==> src/assert_macros.svh <==
// Assertion macros shared by the rotator RTL.
// Bodies are empty when SYNTHESIS is defined.
`ifndef ASSERT_MACROS_SVH
`define ASSERT_MACROS_SVH
`ifndef SYNTHESIS
// Clocked property, skipped while reset is asserted.
`define PAVR_ASSERT(lbl, clk, rstn, prop) \
    lbl: assert property (@(posedge clk) disable iff (!rstn) prop) \
        else $error("%m: property failed");
// Implication form: antecedent in this cycle, consequent in the same cycle.
`define PAVR_ASSERT_IMPL(lbl, clk, rstn, ante, cons) \
    lbl: assert property (@(posedge clk) disable iff (!rstn) (ante) |-> (cons)) \
        else $error("%m: implication failed");
`else
`define PAVR_ASSERT(lbl, clk, rstn, prop)
`define PAVR_ASSERT_IMPL(lbl, clk, rstn, ante, cons)
`endif
`endif

==> src/pavr_pkg.sv <==
// Package for the pose aware velocity rotator: sizes, register codes,
// controller/datapath command structs and the CORDIC arctangent table.
`timescale 1ns / 1ps

package pavr_pkg;

    localparam int MAX_ROBOTS   = 16;
    localparam int CORDIC_STEPS = 16;

    localparam int ID_W     = 4;
    localparam int ID_AW    = (MAX_ROBOTS > 1) ? $clog2(MAX_ROBOTS) : 1;
    localparam int STEP_W   = $clog2(CORDIC_STEPS);
    localparam int POS_W    = 14;
    localparam int HEAD_W   = 16;
    localparam int VEL_W    = 14;
    localparam int OUT_W    = 15;
    localparam int POSE_W   = 2 * POS_W + HEAD_W;
    localparam int ACC_W    = 32;
    localparam int GAIN_W   = 30;
    localparam int Z_SHIFT  = 16;
    localparam int ATAN_IW  = 5;
    localparam int RND_SHIFT = 16;

    localparam int XL_W     = 13;
    localparam int YL_W     = 13;
    localparam int MARGIN_W = 10;
    localparam int PUSH_W   = 13;
    localparam int CFG_AW   = 3;
    localparam int CFG_DW   = 13;

    // CORDIC gain compensation, Q30
    localparam logic [GAIN_W-1:0] GAIN_Q30 = 30'd652032874;

    // Command codes
    localparam logic CMD_POSE = 1'b0;
    localparam logic CMD_VEL  = 1'b1;

    // Register indexes
    localparam logic [CFG_AW-1:0] CFG_AREA_X_LIMIT = 3'd0;
    localparam logic [CFG_AW-1:0] CFG_AREA_Y_LIMIT = 3'd1;
    localparam logic [CFG_AW-1:0] CFG_PUSH_MARGIN  = 3'd2;
    localparam logic [CFG_AW-1:0] CFG_PUSH_SPEED   = 3'd3;
    localparam logic [CFG_AW-1:0] CFG_KEEPER_ID    = 3'd4;

    // Register reset values
    localparam logic [XL_W-1:0]     AREA_X_LIMIT_RST = 13'd1590;
    localparam logic [YL_W-1:0]     AREA_Y_LIMIT_RST = 13'd785;
    localparam logic [MARGIN_W-1:0] PUSH_MARGIN_RST  = 10'd30;
    localparam logic [PUSH_W-1:0]   PUSH_SPEED_RST   = 13'd307;
    localparam logic [ID_W-1:0]     KEEPER_ID_RST    = 4'd0;

    typedef struct packed {
        logic              capture;
        logic              limit;
        logic              scale;
        logic              iter;
        logic [STEP_W-1:0] step;
        logic              emit;
    } dp_cmd_t;

    typedef struct packed {
        logic out_free;
    } dp_sts_t;

    // atan(2^-i), 2^32 units per turn
    function automatic logic signed [ACC_W-1:0] atan_lut(input logic [ATAN_IW-1:0] idx);
        logic signed [ACC_W-1:0] v;
        case (idx)
            5'd0:    v = 32'sd536870912;
            5'd1:    v = 32'sd316933406;
            5'd2:    v = 32'sd167458907;
            5'd3:    v = 32'sd85004756;
            5'd4:    v = 32'sd42667331;
            5'd5:    v = 32'sd21354465;
            5'd6:    v = 32'sd10679838;
            5'd7:    v = 32'sd5340245;
            5'd8:    v = 32'sd2670163;
            5'd9:    v = 32'sd1335087;
            5'd10:   v = 32'sd667544;
            5'd11:   v = 32'sd333772;
            5'd12:   v = 32'sd166886;
            5'd13:   v = 32'sd83443;
            5'd14:   v = 32'sd41722;
            5'd15:   v = 32'sd20861;
            5'd16:   v = 32'sd10430;
            5'd17:   v = 32'sd5215;
            5'd18:   v = 32'sd2608;
            5'd19:   v = 32'sd1304;
            5'd20:   v = 32'sd652;
            5'd21:   v = 32'sd326;
            5'd22:   v = 32'sd163;
            5'd23:   v = 32'sd81;
            default: v = '0;
        endcase
        return v;
    endfunction

endpackage

==> src/pavr_ram.sv <==
// Generic single write port, single read port RAM with registered read.
// No dependencies.
`timescale 1ns / 1ps

module pavr_ram #(
    parameter int WIDTH = 8,
    parameter int DEPTH = 16
) (
    input  logic                                    aclk,
    input  logic                                    wr_en,
    input  logic [((DEPTH > 1) ? $clog2(DEPTH) : 1)-1:0] wr_addr,
    input  logic [WIDTH-1:0]                        wr_data,
    input  logic                                    rd_en,
    input  logic [((DEPTH > 1) ? $clog2(DEPTH) : 1)-1:0] rd_addr,
    output logic [WIDTH-1:0]                        rd_data
);

    logic [WIDTH-1:0] mem [DEPTH];
    logic [WIDTH-1:0] rd_data_reg;

    always_ff @(posedge aclk) begin
        if (wr_en) begin
            mem[wr_addr] <= wr_data;
        end
        if (rd_en) begin
            rd_data_reg <= mem[rd_addr];
        end
    end

    assign rd_data = rd_data_reg;

endmodule

==> src/pavr_ctrl.sv <==
// Sequencer for the rotator: accept, limit, scale, CORDIC iterations, emit.
// Depends on pavr_pkg and assert_macros.svh.
`timescale 1ns / 1ps
`include "assert_macros.svh"

module pavr_ctrl (
    input  logic              aclk,
    input  logic              aresetn,
    input  logic              s_valid,
    input  logic              s_cmd,
    output logic              s_ready,
    output pavr_pkg::dp_cmd_t cmd,
    input  pavr_pkg::dp_sts_t sts
);
    import pavr_pkg::*;

    localparam logic [2:0] ST_IDLE   = 3'd0;
    localparam logic [2:0] ST_LIMIT  = 3'd1;
    localparam logic [2:0] ST_SCALE  = 3'd2;
    localparam logic [2:0] ST_ITER   = 3'd3;
    localparam logic [2:0] ST_FINISH = 3'd4;

    localparam logic [STEP_W-1:0] STEP_LAST = STEP_W'(CORDIC_STEPS - 1);

    logic [2:0]        state_reg, state_next;
    logic [STEP_W-1:0] step_reg, step_next;
    logic              accept;

    // hold off input while reset is asserted
    assign s_ready = aresetn && (state_reg == ST_IDLE);
    assign accept  = s_valid && s_ready;

    always_comb begin
        state_next = state_reg;
        step_next  = step_reg;
        case (state_reg)
            ST_IDLE: begin
                if (accept && (s_cmd == CMD_VEL)) begin
                    state_next = ST_LIMIT;
                end
            end
            ST_LIMIT: begin
                state_next = ST_SCALE;
            end
            ST_SCALE: begin
                state_next = ST_ITER;
                step_next  = '0;
            end
            ST_ITER: begin
                if (step_reg == STEP_LAST) begin
                    state_next = ST_FINISH;
                end else begin
                    step_next = step_reg + 1'b1;
                end
            end
            ST_FINISH: begin
                if (sts.out_free) begin
                    state_next = ST_IDLE;
                end
            end
            default: begin
                state_next = ST_IDLE;
            end
        endcase
    end

    always_ff @(posedge aclk) begin
        if (!aresetn) begin
            state_reg <= ST_IDLE;
            step_reg  <= '0;
        end else begin
            state_reg <= state_next;
            step_reg  <= step_next;
        end
    end

    always_comb begin
        cmd.capture = accept;
        cmd.limit   = (state_reg == ST_LIMIT);
        cmd.scale   = (state_reg == ST_SCALE);
        cmd.iter    = (state_reg == ST_ITER);
        cmd.step    = step_reg;
        cmd.emit    = (state_reg == ST_FINISH) && sts.out_free;
    end

    `PAVR_ASSERT(a_busy_after_vel, aclk, aresetn, s_valid && s_ready && (s_cmd == CMD_VEL) |=> !s_ready)
    `PAVR_ASSERT(a_iter_starts_at_zero, aclk, aresetn, cmd.scale |=> cmd.iter && (cmd.step == '0))
    `PAVR_ASSERT_IMPL(a_no_accept_while_busy, aclk, aresetn, cmd.iter || cmd.limit || cmd.scale, !s_ready)

endmodule

==> src/pavr_dp.sv <==
// Datapath for the rotator: registers, pose table, keep-out limiter,
// gain scaling, shared CORDIC shift-add unit and output register.
// Depends on pavr_pkg, pavr_ram and assert_macros.svh.
`timescale 1ns / 1ps
`include "assert_macros.svh"

module pavr_dp (
    input  logic                                aclk,
    input  logic                                aresetn,
    input  logic                                cfg_wr_en,
    input  logic [pavr_pkg::CFG_AW-1:0]         cfg_addr,
    input  logic [pavr_pkg::CFG_DW-1:0]         cfg_wdata,
    input  logic                                s_cmd,
    input  logic [pavr_pkg::ID_W-1:0]           s_robot_num,
    input  logic signed [pavr_pkg::POS_W-1:0]   s_pos_x,
    input  logic signed [pavr_pkg::POS_W-1:0]   s_pos_y,
    input  logic signed [pavr_pkg::HEAD_W-1:0]  s_heading,
    input  logic signed [pavr_pkg::VEL_W-1:0]   s_vel_x,
    input  logic signed [pavr_pkg::VEL_W-1:0]   s_vel_y,
    input  logic signed [pavr_pkg::VEL_W-1:0]   s_ang_vel,
    input  pavr_pkg::dp_cmd_t                   cmd,
    output pavr_pkg::dp_sts_t                   sts,
    output logic                                m_valid,
    input  logic                                m_ready,
    output logic [pavr_pkg::ID_W-1:0]           m_out_robot_num,
    output logic signed [pavr_pkg::OUT_W-1:0]   m_fwd_vel,
    output logic signed [pavr_pkg::OUT_W-1:0]   m_left_vel,
    output logic signed [pavr_pkg::VEL_W-1:0]   m_out_ang_vel
);
    import pavr_pkg::*;

    localparam int PROD_W = VEL_W + GAIN_W + 1;
    localparam int RND_W  = ACC_W + 1;
    localparam logic signed [HEAD_W-1:0] QUARTER = HEAD_W'(longint'(1) <<< (HEAD_W - 2));
    localparam logic signed [ACC_W-1:0] Z_LIMIT =
        ACC_W'(longint'(1) <<< (HEAD_W - 2 + Z_SHIFT));
    localparam logic signed [RND_W-1:0] RND_HALF = RND_W'(longint'(1) <<< (RND_SHIFT - 1));
    localparam logic signed [RND_W-1:0] SAT_HI = RND_W'((longint'(1) <<< (OUT_W - 1)) - 1);
    localparam logic signed [RND_W-1:0] SAT_LO = RND_W'(-(longint'(1) <<< (OUT_W - 1)));

    // Configuration registers
    logic [XL_W-1:0]     area_x_limit_reg;
    logic [YL_W-1:0]     area_y_limit_reg;
    logic [MARGIN_W-1:0] push_margin_reg;
    logic [PUSH_W-1:0]   push_speed_reg;
    logic [ID_W-1:0]     keeper_id_reg;

    always_ff @(posedge aclk) begin
        if (!aresetn) begin
            area_x_limit_reg <= AREA_X_LIMIT_RST;
            area_y_limit_reg <= AREA_Y_LIMIT_RST;
            push_margin_reg  <= PUSH_MARGIN_RST;
            push_speed_reg   <= PUSH_SPEED_RST;
            keeper_id_reg    <= KEEPER_ID_RST;
        end else if (cfg_wr_en) begin
            case (cfg_addr)
                CFG_AREA_X_LIMIT: area_x_limit_reg <= cfg_wdata[XL_W-1:0];
                CFG_AREA_Y_LIMIT: area_y_limit_reg <= cfg_wdata[YL_W-1:0];
                CFG_PUSH_MARGIN:  push_margin_reg  <= cfg_wdata[MARGIN_W-1:0];
                CFG_PUSH_SPEED:   push_speed_reg   <= cfg_wdata[PUSH_W-1:0];
                CFG_KEEPER_ID:    keeper_id_reg    <= cfg_wdata[ID_W-1:0];
                default: begin
                end
            endcase
        end
    end

    // Pose table
    logic              in_table;
    logic [ID_AW-1:0]  s_addr;
    logic              ram_we;
    logic [POSE_W-1:0] ram_rdata;
    logic [MAX_ROBOTS-1:0] known_reg;

    assign in_table = (int'(s_robot_num) < MAX_ROBOTS);
    assign s_addr   = ID_AW'(s_robot_num);
    assign ram_we   = cmd.capture && (s_cmd == CMD_POSE) && in_table;

    pavr_ram #(
        .WIDTH (POSE_W),
        .DEPTH (MAX_ROBOTS)
    ) u_pose_ram (
        .aclk    (aclk),
        .wr_en   (ram_we),
        .wr_addr (s_addr),
        .wr_data ({s_pos_x, s_pos_y, s_heading}),
        .rd_en   (cmd.capture),
        .rd_addr (s_addr),
        .rd_data (ram_rdata)
    );

    always_ff @(posedge aclk) begin
        if (!aresetn) begin
            known_reg <= '0;
        end else if (ram_we) begin
            known_reg[s_addr] <= 1'b1;
        end
    end

    // Command capture
    logic [ID_W-1:0]          id_reg;
    logic signed [VEL_W-1:0]  vx_reg, vy_reg, ang_reg;
    logic                     use_pose_reg;
    logic signed [HEAD_W-1:0] theta_reg;

    // Keep-out limiter
    logic signed [POS_W-1:0]  rx, ry;
    logic signed [HEAD_W-1:0] rh;
    logic signed [15:0]       rx16, ry16, ary16, xl16, yl16, deep16;
    logic signed [VEL_W-1:0]  push_v, vx_lim;
    logic                     is_keeper, pos_on, neg_on, pos_box, neg_box;

    assign rx = $signed(ram_rdata[POSE_W-1 -: POS_W]);
    assign ry = $signed(ram_rdata[HEAD_W +: POS_W]);
    assign rh = $signed(ram_rdata[HEAD_W-1:0]);

    always_comb begin
        rx16      = 16'(rx);
        ry16      = 16'(ry);
        ary16     = (ry16 < 0) ? -ry16 : ry16;
        xl16      = $signed({3'b000, area_x_limit_reg});
        yl16      = $signed({3'b000, area_y_limit_reg});
        deep16    = xl16 + $signed({6'b000000, push_margin_reg});
        push_v    = $signed({1'b0, push_speed_reg});
        is_keeper = (id_reg == keeper_id_reg);
        pos_on    = !(is_keeper && (rx16 > 0));
        neg_on    = !(is_keeper && !(rx16 > 0));
        pos_box   = pos_on && (rx16 >= xl16) && (ary16 < yl16);
        neg_box   = neg_on && (rx16 <= -xl16) && (ary16 < yl16);
        vx_lim    = vx_reg;
        if (pos_box) begin
            if (vx_lim > 0) begin
                vx_lim = '0;
            end
            if (rx16 > deep16) begin
                vx_lim = -push_v;
            end
        end
        if (neg_box) begin
            if (vx_lim < 0) begin
                vx_lim = '0;
            end
            if (rx16 < -deep16) begin
                vx_lim = push_v;
            end
        end
    end

    // Gain scaling and half-turn fold
    logic signed [PROD_W-1:0] px, py;
    logic signed [ACC_W-1:0]  xs, ys;
    logic signed [HEAD_W-1:0] phi0, phi;
    logic                     fold;

    always_comb begin
        px   = vx_reg * $signed({1'b0, GAIN_Q30});
        py   = vy_reg * $signed({1'b0, GAIN_Q30});
        xs   = ACC_W'(px >>> 14);
        ys   = ACC_W'(py >>> 14);
        phi0 = -theta_reg;
        fold = (phi0 > QUARTER) || (phi0 < -QUARTER);
        phi  = fold ? {~phi0[HEAD_W-1], phi0[HEAD_W-2:0]} : phi0;
    end

    // CORDIC shift-add unit
    logic signed [ACC_W-1:0] x_reg, y_reg, z_reg;
    logic signed [ACC_W-1:0] dx, dy, at;

    always_comb begin
        dx = y_reg >>> cmd.step;
        dy = x_reg >>> cmd.step;
        at = atan_lut(ATAN_IW'(cmd.step));
    end

    always_ff @(posedge aclk) begin
        if (cmd.capture) begin
            id_reg       <= s_robot_num;
            vx_reg       <= s_vel_x;
            vy_reg       <= s_vel_y;
            ang_reg      <= s_ang_vel;
            use_pose_reg <= in_table && known_reg[s_addr];
        end else if (cmd.limit) begin
            if (use_pose_reg) begin
                vx_reg    <= vx_lim;
                theta_reg <= rh;
            end else begin
                theta_reg <= '0;
            end
        end
        if (cmd.scale) begin
            x_reg <= fold ? -xs : xs;
            y_reg <= fold ? -ys : ys;
            z_reg <= $signed({phi, Z_SHIFT'(0)});
        end else if (cmd.iter) begin
            if (z_reg >= 0) begin
                x_reg <= x_reg - dx;
                y_reg <= y_reg + dy;
                z_reg <= z_reg - at;
            end else begin
                x_reg <= x_reg + dx;
                y_reg <= y_reg - dy;
                z_reg <= z_reg + at;
            end
        end
    end

    // Round, saturate and hold the result
    logic signed [RND_W-1:0] rx_sum, ry_sum, rx_sh, ry_sh;
    logic signed [OUT_W-1:0] fwd_sat, left_sat;

    always_comb begin
        rx_sum = RND_W'(x_reg) + RND_HALF;
        ry_sum = RND_W'(y_reg) + RND_HALF;
        rx_sh  = rx_sum >>> RND_SHIFT;
        ry_sh  = ry_sum >>> RND_SHIFT;
        if (rx_sh > SAT_HI) begin
            fwd_sat = OUT_W'(SAT_HI);
        end else if (rx_sh < SAT_LO) begin
            fwd_sat = OUT_W'(SAT_LO);
        end else begin
            fwd_sat = OUT_W'(rx_sh);
        end
        if (ry_sh > SAT_HI) begin
            left_sat = OUT_W'(SAT_HI);
        end else if (ry_sh < SAT_LO) begin
            left_sat = OUT_W'(SAT_LO);
        end else begin
            left_sat = OUT_W'(ry_sh);
        end
    end

    logic                    m_valid_reg;
    logic [ID_W-1:0]         m_id_reg;
    logic signed [OUT_W-1:0] m_fwd_reg, m_left_reg;
    logic signed [VEL_W-1:0] m_ang_reg;

    always_ff @(posedge aclk) begin
        if (!aresetn) begin
            m_valid_reg <= 1'b0;
        end else if (cmd.emit) begin
            m_valid_reg <= 1'b1;
        end else if (m_ready) begin
            m_valid_reg <= 1'b0;
        end
    end

    always_ff @(posedge aclk) begin
        if (cmd.emit) begin
            m_id_reg   <= id_reg;
            m_fwd_reg  <= fwd_sat;
            m_left_reg <= left_sat;
            m_ang_reg  <= ang_reg;
        end
    end

    assign sts.out_free    = !m_valid_reg || m_ready;
    assign m_valid         = m_valid_reg;
    assign m_out_robot_num = m_id_reg;
    assign m_fwd_vel       = m_fwd_reg;
    assign m_left_vel      = m_left_reg;
    assign m_out_ang_vel   = m_ang_reg;

    `PAVR_ASSERT(a_emit_fills_output, aclk, aresetn, cmd.emit |=> m_valid)
    `PAVR_ASSERT(a_angle_folded, aclk, aresetn, cmd.scale |=> (z_reg <= Z_LIMIT) && (z_reg >= -Z_LIMIT))
    `PAVR_ASSERT(a_result_held, aclk, aresetn, m_valid && !m_ready |=> m_valid && $stable(m_fwd_vel))

endmodule

==> src/pose_aware_velocity_rotator_top.sv <==
// Top level of the pose aware velocity rotator.
// Depends on pavr_pkg, pavr_ctrl, pavr_dp (and pavr_ram below it).
`timescale 1ns / 1ps

// Channel   Direction  Handshake          Payload
// s_*       in         s_valid / s_ready  cmd, robot_num, pos_x, pos_y, heading,
//                                         vel_x, vel_y, ang_vel
// m_*       out        m_valid / m_ready  out_robot_num, fwd_vel, left_vel, out_ang_vel
// cfg_*     in         cfg_wr_en          cfg_addr, cfg_wdata (no read-back)
//
// A pose update yields no result transaction.
// A velocity command runs through these steps before the next transaction can be
// accepted: capture and table read, keep-out limit, gain scale, one CORDIC
// iteration per cycle in the shared shift-add unit, then round and load into the
// output register.
// The output register holds a result while m_ready is low; a new transaction is
// accepted meanwhile and only its final load waits for the register to free up.
// aresetn is synchronous, active low: it clears the sequencer, the known flags, the
// output valid and the configuration, and holds s_ready low; the pose table itself
// is not cleared.

module pose_aware_velocity_rotator_top (
    input  logic                                aclk,
    input  logic                                aresetn,
    // configuration write port
    input  logic                                cfg_wr_en,
    input  logic [pavr_pkg::CFG_AW-1:0]         cfg_addr,
    input  logic [pavr_pkg::CFG_DW-1:0]         cfg_wdata,
    // input transactions
    input  logic                                s_valid,
    output logic                                s_ready,
    input  logic                                s_cmd,
    input  logic [pavr_pkg::ID_W-1:0]           s_robot_num,
    input  logic signed [pavr_pkg::POS_W-1:0]   s_pos_x,
    input  logic signed [pavr_pkg::POS_W-1:0]   s_pos_y,
    input  logic signed [pavr_pkg::HEAD_W-1:0]  s_heading,
    input  logic signed [pavr_pkg::VEL_W-1:0]   s_vel_x,
    input  logic signed [pavr_pkg::VEL_W-1:0]   s_vel_y,
    input  logic signed [pavr_pkg::VEL_W-1:0]   s_ang_vel,
    // result transactions
    output logic                                m_valid,
    input  logic                                m_ready,
    output logic [pavr_pkg::ID_W-1:0]           m_out_robot_num,
    output logic signed [pavr_pkg::OUT_W-1:0]   m_fwd_vel,
    output logic signed [pavr_pkg::OUT_W-1:0]   m_left_vel,
    output logic signed [pavr_pkg::VEL_W-1:0]   m_out_ang_vel
);
    import pavr_pkg::*;

    // Commands from the sequencer, status back from the datapath
    dp_cmd_t dp_cmd;
    dp_sts_t dp_sts;

    // Sequencer: owns s_ready, steps the datapath through each command
    pavr_ctrl u_ctrl (
        .aclk    (aclk),
        .aresetn (aresetn),
        .s_valid (s_valid),
        .s_cmd   (s_cmd),
        .s_ready (s_ready),
        .cmd     (dp_cmd),
        .sts     (dp_sts)
    );

    // Datapath: config, pose table, limiter, CORDIC, output register
    pavr_dp u_dp (
        .aclk            (aclk),
        .aresetn         (aresetn),
        .cfg_wr_en       (cfg_wr_en),
        .cfg_addr        (cfg_addr),
        .cfg_wdata       (cfg_wdata),
        .s_cmd           (s_cmd),
        .s_robot_num     (s_robot_num),
        .s_pos_x         (s_pos_x),
        .s_pos_y         (s_pos_y),
        .s_heading       (s_heading),
        .s_vel_x         (s_vel_x),
        .s_vel_y         (s_vel_y),
        .s_ang_vel       (s_ang_vel),
        .cmd             (dp_cmd),
        .sts             (dp_sts),
        .m_valid         (m_valid),
        .m_ready         (m_ready),
        .m_out_robot_num (m_out_robot_num),
        .m_fwd_vel       (m_fwd_vel),
        .m_left_vel      (m_left_vel),
        .m_out_ang_vel   (m_out_ang_vel)
    );

endmodule
==> config.mk <==
export PLATFORM = sky130hd
export DESIGN_NAME = pose_aware_velocity_rotator_top
export DESIGN_NICKNAME = d
export VERILOG_FILES = /design/src/pavr_pkg.sv /design/src/pavr_ram.sv /design/src/pavr_ctrl.sv /design/src/pavr_dp.sv /design/src/pose_aware_velocity_rotator_top.sv
export VERILOG_INCLUDE_DIRS = /design/src /design/src/src
export SDC_FILE = /design/constraint.sdc
export NUM_CORES = 2
export LEC_CHECK = 0
export ABC_CLOCK_PERIOD_IN_PS = 7300
export BUFFER_PORTS_ARGS = -buffer_cell sky130_fd_sc_hd__buf_4
export CORE_UTILIZATION = 58
export CTS_CLUSTER_DIAMETER = 50
export CTS_CLUSTER_SIZE = 25
export DETAILED_ROUTE_END_ITERATION = 12
export GPL_ROUTABILITY_DRIVEN = 0
export PLACE_DENSITY = 0.85
export SYNTH_ARGS = -nofsm -noshare
export SYNTH_HDL_FRONTEND = slang
export SYNTH_SLANG_ARGS = --single-unit
==> constraint.sdc <==
create_clock -name aclk -period 7.3 [get_ports aclk]
set_input_delay 0.365 -clock aclk [delete_from_list [all_inputs] [get_ports aclk]]
set_output_delay 0.365 -clock aclk [all_outputs]
set_load 0.1 [all_outputs]
==> results by group <==
Route
  • First drt pass iteration count: 6
  • DRC viols: 0
  • Post-DR wirelength/cell: 24.7 um
  • Vias: 48100
  • Vias/cell: 6.42
  • Routed wire length: between 150000 and 200000 um
  • 1st-iter DRT viols: between 4000 and 5000
  • Post-route ant nets: 0

Synth
  • Syn_nets: between 6000 and 7000
  • Synthesized area: 68300 um2
  • Post-synthesis sequential area ratio: between 40 and 50%
  • Synth warn: 0
  • Synth top area share: 41.3%
  • Top post-synthesis cells by area: edfxtp_1, mux4_2, ha_1, fa_1, dfxtp_1
  • Asr flop ratio synth: 0%
  • Cell variety after synth: 93
  • Post-Syn Area per Cell: 12.4 um2
  • Post-synth EDFFs: around 940
  • Top_reg_cell synth: edfxtp_1
  • Register bit total from synthesis: 1062
  • Gate Count Post-Synth: about 5500
  • Synth area leader: edfxtp_1

Critical path
  • R2R depth: 27
  • Critical R2R Launch: u_dp.vx_reg[6]$_DFFE_PP_
  • CP max FO: 7
  • Startpoint types: register
  • Worst Setup SP: u_dp.vx_reg[6]$_DFFE_PP_
  • Flop2flop setup slack: -60 ps
  • RR Endpoint: u_dp.x_reg[30]$_DFFE_PN_
  • CP Data Arrival Time: 7760 ps
  • Crit end category: register
  • CP required: about 7700 ps
  • Worst Setup EP: u_dp.x_reg[30]$_DFFE_PN_
  • CP Class: register to register

Finish
  • Layout cell share with drive strength beyond 1: 17.4%
  • Max reg flops: 704
  • Fillers: 7772
  • Sequential standard cell area: 30700 um2
  • Nets: 6786
  • Layout area overhead: 13.2%
  • Area taken by multi-input logic gates: between 30000 and 40000 um2
  • Final Cell Area: between 70000 and 80000 um2

Clock tree
  • CTS sink cnt: ~1100
  • Clock latency on the worst-skew pair: 740 ps
  • Root Buffer: clkbuf_16
  • CTS tree: built
  • H-tree levels: 3
  • Reg clk slew, reported paths: 70 ps
  • CTS Buffer Depth: 3
  • Total CTS buffers: 90

Run status
  • Failing checks: negative setup slack
  • Status: finished with violations

Global routing
  • Global Route Usage Sum: 30.6%
  • Antenna violations before repair: 12
  • Vias in the first global route: ~49000
  • Largest net degree at the start of global routing: 97
  • Grt ovf: 0
  • Global-route wire length before repair: 281000 um

STA
  • Worst Tran Pin Value: 1410 ps
  • Fin crit share: 101%
  • Final Hold Fails: 0
  • Slew margin rel.: 5.76%
  • Final worst clock skew: 72.9 ps
  • Unrepaired setup endpoints after global routing: true
  • Max-slew violation count: 0
  • F_max: 136 MHz
  • Final WS setup: -58.2 ps
  • Post-layout min period: 7360 ps
  • Final setup vio count: 4

Min path
  • Hold_sp: s_vel_x[13]
  • Hold Crit Class: input pin to register

Floorplanning
  • I/O pin cnt: 162
  • Core Area: between 100000 and 150000 um2
  • Std-Cell Rows: 125
  • Die area: 119000 um2
  • Starting Density: approximately three fifths
  • Die X: 345 um
  • Die Y-Extent: 345 um

Placed design
  • DP Area: 72200 um2
  • PortBufs: 161
  • Detailed Place HPWL: approximately 120000 um

Flow run
  • Max_cap viols: 0
## per-layer routing
| metal | GRT usage (%) | vias up | wire, um |
|---|---|---|---|
| met4 | 14.4 | 18 | 9430 |
| met2 | 52.5 | 2581 | 92800 |
| met1 | 37.2 | 23800 | 66700 |
| li1 | - | 21100 | - |
| met5 | 0 | - | 124 |
| met3 | 5.94 | 601 | 15600 |
## cells by family after synthesis
kind of cell / count (synthesis) / synth area share (%)
AND/OR/NAND/NOR: 1203 / 8.45
flip-flops: 1062 / 44.9
AO/OA/AOI/OAI: 1019 / 9.74
adder cells (fa/ha/maj): 788 / 17.7
buffers and inverters: 729 / 4.05
multiplexers: 365 / 10.6
XOR/XNOR: 363 / 4.65
## cell usage after synthesis (all sizes together), types with 43 or more instances
cell	number
nand3	98
nor2b	43
and3	47
nor2	259
dfxtp	123
nor3	79
inv	523
xnor2	200
a21oi	263
mux2i	65
edfxtp	939
ha	494
fa	294
buf	50
o21a	62
clkbuf	151
xor2	163
nand2	415
mux4	285
o21ai	237
a21o	94
## through the flow
stage	std cells	worst slack (ps)	hold slack [ps]	utilization (%)	TNS, ps
floorplan	5529	-4.89	400	-	-4.89
global route	7488	-266	42.3	66.4	-2240
detailed placement	7179	-117	406	61.9	-484
finish	7490	-58.2	69.9	66.4	-104
CTS	7449	0.126	24.5	65.7	0
global placement	7179	16.1	400	61.9	0
## placed cells by master (no fill, tap or decap), types with 119 or more instances in the layout
cell type	instances
a21oi_1	249
buf_4	367
dfxtp_1	119
edfxtp_1	939
fa_1	288
ha_1	462
inv_1	507
mux4_2	285
nand2_1	411
nor2_1	243
o21ai_0	209
xnor2_1	198
xor2_1	162
## worst max-delay path, stage by stage (launching register included)
cell       delay (ps)
edfxtp_1          480
buf_4             190
buf_6             120
ha_1              250
buf_4             180
fa_1              560
inv_1              80
fa_1              540
inv_1              90
fa_1              530
fa_1              460
ha_1              310
ha_1              340
buf_4             180
and3_4            160
and3_4            190
a2111o_1          450
buf_6             160
a2111oi_4         390
nor2_2            110
a311oi_4          300
buf_4             180
a21oi_4            60
xor2_2            190
buf_4             150
o31ai_4           160
xor2_1            170
o21ai_1            80
## how the worst min path moves through the flow
stage | to | depth (start not counted)
after floorplan | u_dp.m_out_ang_vel[0]$_DFFE_PP_ | 0
after global placement | u_dp.m_out_ang_vel[13]$_DFFE_PP_ | 0
after detailed placement | u_dp.m_out_ang_vel[0]$_DFFE_PP_ | 0
after CTS | u_dp.vx_reg[13]$_DFFE_PP_ | 3
after global routing | u_dp.vx_reg[13]$_DFFE_PP_ | 3
final | u_dp.vx_reg[13]$_DFFE_PP_ | 3
## area by class of cell
class	instances	share of cell area, %
sequential	1062	39.6
clock buffer	93	2.94
tap	1524	2.46
antenna	3	0.00970
clock inverter	76	1.21
inverter	528	2.57
multi-input combinational	3738	46.3
timing repair buffer	466	4.89
## what timing repair did
action	CTS	global route
endpoints found under the hold margin	781	0
hold buffers	85	0
pin swaps	27	74
setup buffers	16	38
resized for setup	28	141
setup endpoints to repair	16	37
Power is not shown: default switching activity piles up to over one toggle a cycle in this logic, so the estimate is an artifact.
